<file path="config.mk">
export PLATFORM = sky130hd
export DESIGN_NAME = taylor_sine_cosine
export DESIGN_NICKNAME = d
export VERILOG_FILES = /design/src/rtl/core/tsc_pkg.sv /design/src/rtl/core/taylor_sine_cosine.sv
export SDC_FILE = /design/constraint.sdc
export NUM_CORES = 2
export LEC_CHECK = 0
export BUFFER_PORTS_ARGS = -buffer_cell sky130_fd_sc_hd__buf_2
export CAP_MARGIN = 5
export CORE_UTILIZATION = 45
export CTS_CLUSTER_SIZE = 14
export DETAILED_ROUTE_END_ITERATION = 10
export MAX_ROUTING_LAYER = met4
export PLACE_DENSITY = 0.7
export SETUP_SLACK_MARGIN = 0.4
export SLEW_MARGIN = 20
export SYNTH_ARGS = -nofsm -noshare
export SYNTH_HDL_FRONTEND = slang
export SYNTH_SLANG_ARGS = --single-unit
</file>
<file path="constraint.sdc">
create_clock -name clk -period 17.9 [get_ports clk]
set_input_delay 3.58 -clock clk [delete_from_list [all_inputs] [get_ports clk]]
set_output_delay 3.58 -clock clk [all_outputs]
set_load 0.01 [all_outputs]
</file>
<file path="src/rtl/core/tsc_pkg.sv">
// Constants, microword type and control program for the Taylor sine/cosine block.
// Holds the 1/n! table in Q2.62 and the sequencer ROM. No dependencies.
`timescale 1ns / 1ps

package tsc_pkg;

  // Fixed-point formats of the datapath
  localparam int RAD_FRAC = 28;   // radians in Q2.28
  localparam int XW       = 29;   // |x| <= pi/2
  localparam int X2W      = 30;   // x*x in Q2.28
  localparam int PW       = 64;   // running power of x
  localparam int TERMW    = 30;   // one series term
  localparam int SUMW     = 32;   // signed series sum
  localparam int LIMB     = 32;   // multiplier operand width
  localparam int PROD_W   = 128;  // product accumulator

  localparam logic [29:0]   PI_Q28    = 30'd843314857;
  localparam logic [XW-1:0] LIMIT_145 = 29'd389231411;
  localparam logic [XW-1:0] LIMIT_155 = 29'd416074956;

  typedef logic [3:0] step_t;

  // Operand A sources
  localparam logic [1:0] SRC_A_P = 2'd0;
  localparam logic [1:0] SRC_A_X = 2'd1;
  localparam logic [1:0] SRC_A_M = 2'd2;

  // Operand B sources
  localparam logic [1:0] SRC_B_INVF = 2'd0;
  localparam logic [1:0] SRC_B_X2   = 2'd1;
  localparam logic [1:0] SRC_B_X    = 2'd2;
  localparam logic [1:0] SRC_B_PI   = 2'd3;

  // Rounding constant preloaded into the accumulator
  localparam logic [1:0] RND_ANG = 2'd0;
  localparam logic [1:0] RND_Q28 = 2'd1;
  localparam logic [1:0] RND_Q62 = 2'd2;

  // Writeback targets
  localparam logic [2:0] WB_NONE = 3'd0;
  localparam logic [2:0] WB_X    = 3'd1;
  localparam logic [2:0] WB_X2   = 3'd2;
  localparam logic [2:0] WB_INIT = 3'd3;
  localparam logic [2:0] WB_TERM = 3'd4;
  localparam logic [2:0] WB_P    = 3'd5;
  localparam logic [2:0] WB_OUT  = 3'd6;

  // Branch conditions
  localparam logic [1:0] COND_NONE = 2'd0;
  localparam logic [1:0] COND_ZERO = 2'd1;  // cosine at a right angle
  localparam logic [1:0] COND_MORE = 2'd2;  // more series terms left
  localparam logic [1:0] COND_HOLD = 2'd3;  // wait for the output register

  // Program steps that are branch targets
  localparam step_t STEP_LOOP = 4'd6;
  localparam step_t STEP_FIN  = 4'd14;

  localparam logic [1:0] SH_0  = 2'd0;
  localparam logic [1:0] SH_32 = 2'd1;
  localparam logic [1:0] SH_64 = 2'd2;

  typedef struct packed {
    logic       mul_en;
    logic [1:0] a_src;
    logic       a_hi;
    logic [1:0] b_src;
    logic       b_hi;
    logic [1:0] sh;
    logic       clr;
    logic [1:0] rnd;
    logic [2:0] wb;
    logic [1:0] cond;
    step_t      target;
    logic       done;
  } uword_t;

  // 1/n! in Q2.62
  function automatic logic [63:0] inv_fact(input logic [4:0] n);
    logic [63:0] v;
    unique case (n)
      5'd0:    v = 64'd4611686018427387904;
      5'd1:    v = 64'd4611686018427387904;
      5'd2:    v = 64'd2305843009213693952;
      5'd3:    v = 64'd768614336404564651;
      5'd4:    v = 64'd192153584100891163;
      5'd5:    v = 64'd38430716820228233;
      5'd6:    v = 64'd6405119470038039;
      5'd7:    v = 64'd915017067148291;
      5'd8:    v = 64'd114377133393536;
      5'd9:    v = 64'd12708570377060;
      5'd10:   v = 64'd1270857037706;
      5'd11:   v = 64'd115532457973;
      5'd12:   v = 64'd9627704831;
      5'd13:   v = 64'd740592679;
      5'd14:   v = 64'd52899477;
      5'd15:   v = 64'd3526632;
      5'd16:   v = 64'd220414;
      5'd17:   v = 64'd12966;
      5'd18:   v = 64'd720;
      5'd19:   v = 64'd38;
      5'd20:   v = 64'd2;
      default: v = 64'd0;
    endcase
    return v;
  endfunction

  // Control program, one word per step
  // fields: mul_en a_src a_hi b_src b_hi sh clr rnd wb cond target done
  function automatic uword_t ucode(input step_t pc);
    uword_t w;
    unique case (pc)
      // x = round(m * pi / half turn)
      4'd0:  w = '{1'b1, SRC_A_M, 1'b0, SRC_B_PI, 1'b0, SH_0, 1'b1, RND_ANG,
                   WB_NONE, COND_ZERO, STEP_FIN, 1'b0};
      4'd1:  w = '0;
      4'd2:  w = '{1'b0, SRC_A_P, 1'b0, SRC_B_INVF, 1'b0, SH_0, 1'b0, RND_ANG,
                   WB_X, COND_NONE, STEP_LOOP, 1'b0};
      // x2 = round(x * x), seed the power, sum and term count
      4'd3:  w = '{1'b1, SRC_A_X, 1'b0, SRC_B_X, 1'b0, SH_0, 1'b1, RND_Q28,
                   WB_INIT, COND_NONE, STEP_LOOP, 1'b0};
      4'd4:  w = '0;
      4'd5:  w = '{1'b0, SRC_A_P, 1'b0, SRC_B_INVF, 1'b0, SH_0, 1'b0, RND_ANG,
                   WB_X2, COND_NONE, STEP_LOOP, 1'b0};
      // term = round(p * 1/n!), four partial products
      4'd6:  w = '{1'b1, SRC_A_P, 1'b0, SRC_B_INVF, 1'b0, SH_0, 1'b1, RND_Q62,
                   WB_NONE, COND_NONE, STEP_LOOP, 1'b0};
      4'd7:  w = '{1'b1, SRC_A_P, 1'b0, SRC_B_INVF, 1'b1, SH_32, 1'b0, RND_Q62,
                   WB_NONE, COND_NONE, STEP_LOOP, 1'b0};
      4'd8:  w = '{1'b1, SRC_A_P, 1'b1, SRC_B_INVF, 1'b0, SH_32, 1'b0, RND_Q62,
                   WB_NONE, COND_NONE, STEP_LOOP, 1'b0};
      4'd9:  w = '{1'b1, SRC_A_P, 1'b1, SRC_B_INVF, 1'b1, SH_64, 1'b0, RND_Q62,
                   WB_NONE, COND_NONE, STEP_LOOP, 1'b0};
      // next power p = round(p * x2), two partial products; retire the term
      4'd10: w = '{1'b1, SRC_A_P, 1'b0, SRC_B_X2, 1'b0, SH_0, 1'b1, RND_Q28,
                   WB_NONE, COND_NONE, STEP_LOOP, 1'b0};
      4'd11: w = '{1'b1, SRC_A_P, 1'b1, SRC_B_X2, 1'b0, SH_32, 1'b0, RND_Q28,
                   WB_TERM, COND_NONE, STEP_LOOP, 1'b0};
      4'd12: w = '0;
      4'd13: w = '{1'b0, SRC_A_P, 1'b0, SRC_B_INVF, 1'b0, SH_0, 1'b0, RND_Q28,
                   WB_P, COND_MORE, STEP_LOOP, 1'b0};
      // round, saturate and hand over the result
      4'd14: w = '{1'b0, SRC_A_P, 1'b0, SRC_B_INVF, 1'b0, SH_0, 1'b0, RND_Q28,
                   WB_OUT, COND_HOLD, STEP_FIN, 1'b1};
      default: w = '{1'b0, SRC_A_P, 1'b0, SRC_B_INVF, 1'b0, SH_0, 1'b0, RND_Q28,
                     WB_NONE, COND_NONE, STEP_FIN, 1'b0};
    endcase
    return w;
  endfunction

endpackage

</file>
<file path="src/rtl/core/taylor_sine_cosine.sv">
// Sine and cosine of a binary angle by Maclaurin series, microcoded datapath.
// Depends on tsc_pkg for the control program, the 1/n! table and constants.
//
// Usage:
//   Input transfer on s_*: s_tuser selects the function (0 sine, 1 cosine),
//   s_tdata carries the signed binary angle (full turn = 2^ANGLE_BITS).
//   Output transfer on m_*: m_tdata carries the value in signed
//   Q1.RESULT_FRAC_BITS, saturated to +-1.0.
//   One item is in work at a time; s_tready is high while the sequencer idles.
//   The series runs over T terms (sine 6, cosine 6, 9 or 11); cosine at a
//   right angle skips the series and goes straight to the final step.
//   Each term costs eight steps of the program around the single shared
//   32x32 multiplier: six partial products plus two pipeline slots.
//   The finished result sits in an output register; s_tready returns in the
//   same cycle as m_tvalid, so a new item runs while the result waits.
//   If the receiver still holds the previous result at the final step, the
//   sequencer waits there until m_tready frees the register.
//   Reset (rst, synchronous) empties the output register and idles the
//   sequencer; no clearing pass is needed.
`timescale 1ns / 1ps

module taylor_sine_cosine
  import tsc_pkg::*;
#(
  parameter int ANGLE_BITS       = 16,
  parameter int RESULT_FRAC_BITS = 16
) (
  input  logic                                     clk,
  input  logic                                     rst,
  input  logic                                     s_tvalid,
  output logic                                     s_tready,
  input  logic [((ANGLE_BITS + 7) / 8) * 8 - 1:0]  s_tdata,  // angle
  input  logic                                     s_tuser,  // op
  output logic                                     m_tvalid,
  input  logic                                     m_tready,
  output logic [((RESULT_FRAC_BITS + 9) / 8) * 8 - 1:0] m_tdata  // value
);

  localparam int OUT_W = ((RESULT_FRAC_BITS + 9) / 8) * 8;
  localparam int VW    = RESULT_FRAC_BITS + 2;
  localparam int MW    = ANGLE_BITS - 1;
  localparam int MAG_W = SUMW + 2;

  localparam logic signed [ANGLE_BITS:0] RIGHT =
    {2'b00, 1'b1, {(ANGLE_BITS - 2){1'b0}}};
  localparam logic signed [ANGLE_BITS:0] HALF =
    {1'b0, 1'b1, {(ANGLE_BITS - 1){1'b0}}};
  localparam logic [MAG_W-1:0] ONE = MAG_W'(1) << RESULT_FRAC_BITS;

  // Sequencer
  logic   busy;
  step_t  pc;
  uword_t uw;
  logic   stall;
  logic   wb_go;

  // Item registers
  logic [MW-1:0] angle_mag;
  logic          cos_op;
  logic          neg_flag;
  logic          zero_flag;

  // Datapath registers
  logic [XW-1:0]          x;
  logic [X2W-1:0]         x2;
  logic [PW-1:0]          p;
  logic signed [SUMW-1:0] sum;
  logic [3:0]             cnt;
  logic [4:0]             n;

  // Multiplier pipeline
  logic [63:0]       a_word, b_word;
  logic [LIMB-1:0]   a_limb, b_limb;
  logic [2*LIMB-1:0] mul_out;
  logic [2*LIMB-1:0] pp;
  logic [1:0]        pp_sh;
  logic              pp_clr;
  logic [1:0]        pp_rnd;
  logic              pp_vld;
  logic [PROD_W-1:0] prod;
  logic [PROD_W-1:0] acc_base, acc_add;

  // Output register
  logic          out_valid;
  logic [VW-1:0] out_value;

  // Input fold
  logic signed [ANGLE_BITS:0] a_in, a_fold, a_abs;
  logic                       folded;
  logic                       accept;

  // Finish
  logic                 sum_neg;
  logic [SUMW-1:0]      sum_abs;
  logic [MAG_W-1:0]     mag_rnd, mag_sat;
  logic [VW-1:0]        val_out;
  logic [3:0]           terms_m1;
  logic [TERMW-1:0]     term;

  assign uw       = ucode(pc);
  assign s_tready = !busy;
  assign accept   = s_tvalid && s_tready;
  assign stall    = (uw.cond == COND_HOLD) && out_valid && !m_tready;
  assign wb_go    = busy && !stall;
  assign m_tvalid = out_valid;
  assign m_tdata  = OUT_W'(out_value);

  // Fold the angle into -90..90 degrees
  always_comb begin
    a_in   = signed'({s_tdata[ANGLE_BITS-1], s_tdata[ANGLE_BITS-1:0]});
    folded = 1'b0;
    a_fold = a_in;
    if (a_in > RIGHT) begin
      a_fold = HALF - a_in;
      folded = 1'b1;
    end else if (a_in < -RIGHT) begin
      a_fold = -HALF - a_in;
      folded = 1'b1;
    end
    a_abs = a_fold[ANGLE_BITS] ? -a_fold : a_fold;
  end

  // Latch the item on its transfer
  always_ff @(posedge clk) begin
    if (accept) begin
      angle_mag <= a_abs[MW-1:0];
      cos_op    <= s_tuser;
      neg_flag  <= s_tuser ? folded : a_fold[ANGLE_BITS];
      zero_flag <= s_tuser && (a_fold == RIGHT || a_fold == -RIGHT);
    end
  end

  // Step counter and branches
  always_ff @(posedge clk) begin
    if (rst) begin
      busy <= 1'b0;
      pc   <= '0;
    end else if (!busy) begin
      if (accept) begin
        busy <= 1'b1;
        pc   <= '0;
      end
    end else if (!stall) begin
      if (uw.done) begin
        busy <= 1'b0;
      end else if ((uw.cond == COND_ZERO && zero_flag) ||
                   (uw.cond == COND_MORE && cnt != 4'd0)) begin
        pc <= uw.target;
      end else begin
        pc <= pc + 4'd1;
      end
    end
  end

  // Select operand limbs
  always_comb begin
    unique case (uw.a_src)
      SRC_A_P: a_word = p;
      SRC_A_X: a_word = 64'(x);
      SRC_A_M: a_word = 64'(angle_mag);
      default: a_word = 64'd0;
    endcase
    unique case (uw.b_src)
      SRC_B_INVF: b_word = inv_fact(n);
      SRC_B_X2:   b_word = 64'(x2);
      SRC_B_X:    b_word = 64'(x);
      SRC_B_PI:   b_word = 64'(PI_Q28);
      default:    b_word = 64'd0;
    endcase
    a_limb = uw.a_hi ? a_word[63:32] : a_word[31:0];
    b_limb = uw.b_hi ? b_word[63:32] : b_word[31:0];
  end

  assign mul_out = a_limb * b_limb;

  // Register the partial product with its alignment
  always_ff @(posedge clk) begin
    if (rst) begin
      pp_vld <= 1'b0;
    end else begin
      pp_vld <= busy && uw.mul_en;
    end
    pp     <= mul_out;
    pp_sh  <= uw.sh;
    pp_clr <= uw.clr;
    pp_rnd <= uw.rnd;
  end

  // Accumulate, preloading the rounding constant on the first partial
  always_comb begin
    if (pp_clr) begin
      unique case (pp_rnd)
        RND_ANG: acc_base = PROD_W'(1) << (ANGLE_BITS - 2);
        RND_Q28: acc_base = PROD_W'(1) << (RAD_FRAC - 1);
        RND_Q62: acc_base = PROD_W'(1) << 61;
        default: acc_base = '0;
      endcase
    end else begin
      acc_base = prod;
    end
    unique case (pp_sh)
      SH_32:   acc_add = PROD_W'(pp) << LIMB;
      SH_64:   acc_add = PROD_W'(pp) << (2 * LIMB);
      default: acc_add = PROD_W'(pp);
    endcase
  end

  always_ff @(posedge clk) begin
    if (pp_vld) begin
      prod <= acc_base + acc_add;
    end
  end

  // Term count: fixed for sine, by magnitude of the radians for cosine
  always_comb begin
    if (!cos_op || x <= LIMIT_145) begin
      terms_m1 = 4'd5;
    end else if (x <= LIMIT_155) begin
      terms_m1 = 4'd8;
    end else begin
      terms_m1 = 4'd10;
    end
  end

  assign term = prod[62 +: TERMW];

  // Write back results of the datapath
  always_ff @(posedge clk) begin
    if (wb_go) begin
      unique case (uw.wb)
        WB_X:  x  <= prod[MW +: XW];
        WB_X2: x2 <= prod[RAD_FRAC +: X2W];
        WB_INIT: begin
          p   <= cos_op ? (PW'(1) << RAD_FRAC) : PW'(x);
          n   <= cos_op ? 5'd0 : 5'd1;
          sum <= '0;
          cnt <= terms_m1;
        end
        WB_TERM: begin
          if (n[1]) begin
            sum <= sum - signed'(SUMW'(term));
          end else begin
            sum <= sum + signed'(SUMW'(term));
          end
        end
        WB_P: begin
          p   <= prod[RAD_FRAC +: PW];
          n   <= n + 5'd2;
          cnt <= cnt - 4'd1;
        end
        default: begin
        end
      endcase
    end
  end

  // Round the magnitude to the result format
  assign sum_neg = sum[SUMW-1];
  assign sum_abs = sum_neg ? SUMW'(-sum) : SUMW'(sum);

  if (RESULT_FRAC_BITS < RAD_FRAC) begin : g_rnd
    localparam int RSH = RAD_FRAC - RESULT_FRAC_BITS;
    assign mag_rnd = (MAG_W'(sum_abs) + (MAG_W'(1) << (RSH - 1))) >> RSH;
  end else begin : g_shl
    assign mag_rnd = MAG_W'(sum_abs) << (RESULT_FRAC_BITS - RAD_FRAC);
  end

  // Saturate and apply the sign, or force zero for cosine at a right angle
  always_comb begin
    mag_sat = (mag_rnd > ONE) ? ONE : mag_rnd;
    if (zero_flag) begin
      val_out = '0;
    end else if (neg_flag ^ sum_neg) begin
      val_out = VW'(-mag_sat);
    end else begin
      val_out = VW'(mag_sat);
    end
  end

  // Output register: fill on the final step, drain on transfer
  always_ff @(posedge clk) begin
    if (rst) begin
      out_valid <= 1'b0;
    end else if (wb_go && uw.wb == WB_OUT) begin
      out_valid <= 1'b1;
    end else if (m_tready) begin
      out_valid <= 1'b0;
    end
  end

  always_ff @(posedge clk) begin
    if (wb_go && uw.wb == WB_OUT) begin
      out_value <= val_out;
    end
  end

endmodule

</file>
# Word-level counts from Yosys, hierarchy flattened
# Memory sizes are Yosys's and may differ from the RTL's. A register that Yosys moved wholly into a read port is not among the register bits.
# Cells that the tools add are included.
# word_totals
ff_bits,404
romBits,2160
out_inout_bits,26
word_cells,131
memories,2
# mem_list
memory,depth,width,rd,rd_clocked_by_memory_dff,write_ports,line_no,source
(no name shown),32,57,1,1,0,tsc_pkg.sv:80,unique case (n)
(no name shown),16,21,1,1,0,tsc_pkg.sv:111,unique case (pc)
# classes
addsub,12
n_mul,1
order_cmp,5
n_eq_ne,22
muxes,39
bitwise_logic,1
reduce_logical,29
# ops
cell,n
one-hot mux 128 bit (2 select lines),1
one-hot mux 64 bit (4 select lines),1
one-hot mux 64 bit (3 select lines),1
one-hot mux 62 bit (3 select lines),1
adder 128 bit,1
2-to-1 mux 128 bit,1
2-to-1 mux 32 bit,4
one-hot mux 64 bit (2 select lines),1
multiplier 32 x 32 -> 64 bit,1
one-hot mux 32 bit (2 select lines),1
"less-or-equal comparator 29 bit, second input constant",2
2-to-1 mux 18 bit,2
2-to-1 mux 17 bit,2
"adder 32 x 12 -> 33 bit, second input constant",1
adder 32 x 31 -> 32 bit,1
2-to-1 mux 4 bit,8
negator 32 bit,1
subtractor 32 x 31 -> 32 bit,1
2-to-1 mux 29 bit,1
"greater-than comparator 21 x 17 -> 1 bit, second input constant",1
negator 18 bit,1
"== test 17 x 15 -> 1 bit, second input constant",1
"== test 17 x 16 -> 1 bit, second input constant",1
"subtractor 16 x 16 -> 17 bit, first input constant",1
other kinds (28),72

# Depth between registers and ports, before layout
# depth
word_depth,9
ltp_mapped,38
depth_no_buf,34

# Worst setup path before layout
# Ideal clock, no wire load.
# synth_timing
path_kind,reg2reg
from,"reg, netlist name uw[19]"
to,reg pp[59]
setup_ns,0.124
arrival_time_ns,9.113
t_required_ns,17.776
path_slack_ns,8.662
path_stages_with_launch,34
n_path_buf,4
synth_period_minus_slack_ns,9.238
path_cell_list,dfxtp_1 > clkbuf_1 > clkbuf_1 > mux2i_1 > o22ai_1 > nor2b_1 > clkbuf_1 > clkbuf_1 > nand2_1 > fa_1 > inv_1 > fa_1 > inv_1 > fa_1 > fa_1 > inv_1 > fa_1 > fa_1 > fa_1 > inv_1 > fa_1 > inv_1 > ha_1 > and3_1 > and2_1 > a221oi_1 > o21ai_0 > a22o_1 > a21oi_1 > o31a_1 > a2111oi_0 > a21o_1 > a31oi_1 > xnor2_1
# synth_between
elab_chain_cells,4
# synth_rtl
element,line_no,source
== test 2 bit (tied with other cells),taylor_sine_cosine.sv:157,unique case (uw.a_src)
one-hot mux 64 bit (3 select lines) *,taylor_sine_cosine.sv:157,
2-to-1 mux 32 bit *,taylor_sine_cosine.sv:170,a_limb = uw.a_hi ? a_word[63:32] : a_word[31:0];
multiplier 32 x 32 -> 64 bit *,taylor_sine_cosine.sv:174,assign mul_out = a_limb * b_limb;
named net mul_out[59],taylor_sine_cosine.sv:74,logic [2*LIMB-1:0] mul_out;
"end signal, assigned",taylor_sine_cosine.sv:183,pp <= mul_out;
"end, declared",taylor_sine_cosine.sv:75,logic [2*LIMB-1:0] pp;
# The timed path passes the listed nets; every way through them passes the cells marked *.
# A chain may end at the register's enable or synchronous reset.

# Worst setup path after layout
# layout_timing
from,"reg, netlist name uw[15]"
to,reg pp[62]
# layout_between
elab_chain_cells,2
# layout_rtl
element,line_no,source
2-to-1 mux 32 bit,taylor_sine_cosine.sv:171,b_limb = uw.b_hi ? b_word[63:32] : b_word[31:0];
multiplier 32 x 32 -> 64 bit,taylor_sine_cosine.sv:174,
named net mul_out[62],taylor_sine_cosine.sv:74,
# The timed path passes the listed nets, and every way through them passes these cells.

==> impl_metrics.yaml <==
cts:
  clock_sinks: 441
  insertion_delay_ns: 0.64
  cts_setup_buffers: 0
  cts_max_level: 2
  clockBufferDepth: 3
  cts_tree: "yes"
  cts_resized: 0
  cts_buffers: 50
  clk_pin_slew_ns: 0.06
  postCtsHoldBufs: 0
  root_buffer: "clkbuf_16"
hold_path:
  hp-class: "register to register"
  min_from: "uw[12]"
logic_synthesis:
  synthArstFlopShare_pct: 0
  synth_cell_type_count: 88
  synthCells: 6831
  synth_ff_type: "edfxtp_1"
  synth.avg_cell_area_sq_um: 8.840
  ys_ff_latch: 441
  ys.warnings.count: 0
  synth_edf_count: 292
  syn_area_sq_um: 60390
  synth-seq-area-share_pct: 19.46
worst_setup_path:
  path_depth: 31
  max_stage_delay_ns: 0.75
  path_buf_inv: 9
  worst_path_most_repeated_cell: "fa_1"
  cp.arrival_ns: 11.04
  critical_path.top_delay_family: "adder cells"
  critPathCapture: "pp[62]"
  startpoint: "uw[15]"
  cp-start-kind: "register"
  cp-end-kind: "register"
  cp_max_fo: 32
  rr_endpoint: "pp[62]"
  crit_type: "register to register"
  cp_slowest_cell: "nor3_2"
  ff2ff_path_depth: 31
  required_ns: 18.46
  timing.rr.start: "uw[15]"
  r2r_slack_ns: 7.42
die:
  die_x_um: 368.3
  die_area_sq_um: 135700
  core_sq_um: 133300
  num_io_pins: 47
  num_rows: 134
  initial_core_util_pct: 45.31
  die_y_um: 368.3
sta:
  worst_slew_pin_slew_ns: 1.248
  slew_violations: 0
  final-hold-violation-count: 0
  setup_viol: 0
  fin_crit_ns: 10.48
  rsz0062_at_grt: "false"
  setup_tns_ns: 0
  finalCritPeriodShare_pct: 58.53
  max_slew_margin_pct: 16.81
  finClkSkew_ns: 0.03481
  max_freq_mhz: 95.45
route:
  dr_total_vias: 49420
  post_drt_wl_per_cell_um: 24.90
  vias_per_cell: 5.804
  firstDrtPassIters: 7
  drcViolationCount: 0
  first_iter_violations: 5766
  route.antenna.remaining_nets: 0
  wirelength_um: 212000
finish:
  seq_area_sq_um: 11760
  num-fill-cells: 12580
  syn_to_final_growth_pct: 6.763
  nets: 8027
  multiInputGateArea_sq_um: 43430
  drive_above_1_share_pct: 5.476
global_routing:
  antenna_found_initial: 17
  overflow: 0
  grt_first_pass_wirelength_um: 319700
  grt_max_degree: 71
  grt_pass1_vias: 49270
  grt_usage_pct: 32.53
place:
  dp_hpwl_um: 166600
  gp_congestion: 1.058
  io_buffers: 40
outcome:
  outcome: "finished, final reports clean"
run:
  maxCapViolations: 0
==> worst reg2reg max path, delay by kind of cell (launching register included) <==
kind                     cells  cell delay (ns)
flip-flops                   1             0.32
AND/OR/NAND/NOR              4             1.30
XOR/XNOR                     1             0.16
buffers and inverters        9             1.52
AO/OA/AOI/OAI                8             2.67
adder cells (fa/ha/maj)      9             4.46
==> cell families after synthesis <==
| group | count (synthesis) | synth area share [%] |
|---|---|---|
| buf+inv | 1448 | 9.075 |
| mux | 75 | 1.266 |
| compound gates | 1047 | 11.35 |
| simple gates | 2236 | 16.58 |
| flops | 441 | 19.46 |
| xor+xnor | 274 | 3.974 |
| fa+ha+maj | 1309 | 38.28 |
| other cells | 1 | 0.006210 |
==> layout make-up <==
cell class / instances / share of cell area, %
Antenna cell: 7 / 0.02717
Tap cell: 1768 / 3.431
Clock buffer: 67 / 2.284
Timing Repair Buffer: 169 / 1.880
Multi-Input combinational cell: 4947 / 67.36
Inverter: 1088 / 6.334
Sequential cell: 441 / 18.25
Clock inverter: 27 / 0.4347
==> metrics by stage <==
step	util [%]	cells	setup slack (ns)	cell area (sq um)	hold slack (ns)
after global placement	46.98	8410	7.484	62620	0.3144
after floorplan	-	6836	8.662	60410	0.3096
after CTS	48.33	8506	7.331	64420	0.3259
after detailed placement	47.01	8412	7.357	62660	0.3120
final	48.37	8514	7.423	64470	0.3264
after global routing	48.37	8514	6.925	64470	0.3344
==> per-layer routing <==
metal	routed length (um)	GRT usage [%]	up-vias
li1	-	-	21590
met1	87240	44.96	24440
met2	88790	45.79	2857
met3	24460	6.987	531
met4	11510	14.05	0
met5	0	-	-
==> placed cells by master (no fill, tap or decap), drive strengths merged, types with 16 or more instances in the layout <==
| master | count |
|---|---|
| a211oi | 39 |
| a21o | 138 |
| a21oi | 248 |
| a22o | 63 |
| a31oi | 48 |
| and2 | 89 |
| and3 | 29 |
| buf | 169 |
| clkbuf | 67 |
| clkinv | 19 |
| dfxtp | 149 |
| edfxtp | 292 |
| fa | 898 |
| ha | 411 |
| inv | 1092 |
| mux2i | 64 |
| nand2 | 734 |
| nand2b | 72 |
| nand3 | 53 |
| nand3b | 34 |
| nand4 | 55 |
| nor2 | 869 |
| nor2b | 134 |
| nor3 | 62 |
| nor4 | 29 |
| o211ai | 19 |
| o21a | 51 |
| o21ai | 213 |
| o21bai | 41 |
| o22ai | 27 |
| o31ai | 26 |
| or2 | 16 |
| or3 | 22 |
| xnor2 | 187 |
| xor2 | 87 |
==> worst min path at each step <==
stage | to | cells past startpoint | slack (ns)
floorplan | pp_clr | 0 | 0.31
global placement | pp_clr | 0 | 0.31
detailed placement | pp_clr | 0 | 0.31
CTS | pp_clr | 0 | 0.33
global route | pp_sh[0] | 0 | 0.33
finish | pp_clr | 0 | 0.33
==> cell usage after synthesis, types with 134 or more instances <==
master	n	area share [%]
a21oi_1	248	2.1
o21ai_0	195	1.6
ha_1	411	8.5
xnor2_1	187	2.7
nor2_1	868	5.4
dfxtp_1	149	4.9
a21o_1	138	1.7
clkbuf_1	329	2.0
fa_1	898	30
edfxtp_1	292	15
nor2b_1	134	1.4
inv_1	1086	6.8
nand2_1	734	4.6
Power is left out: the tool's default activity adds up to more than one toggle a clock period on the data nets, which glitch-free logic cannot reach.
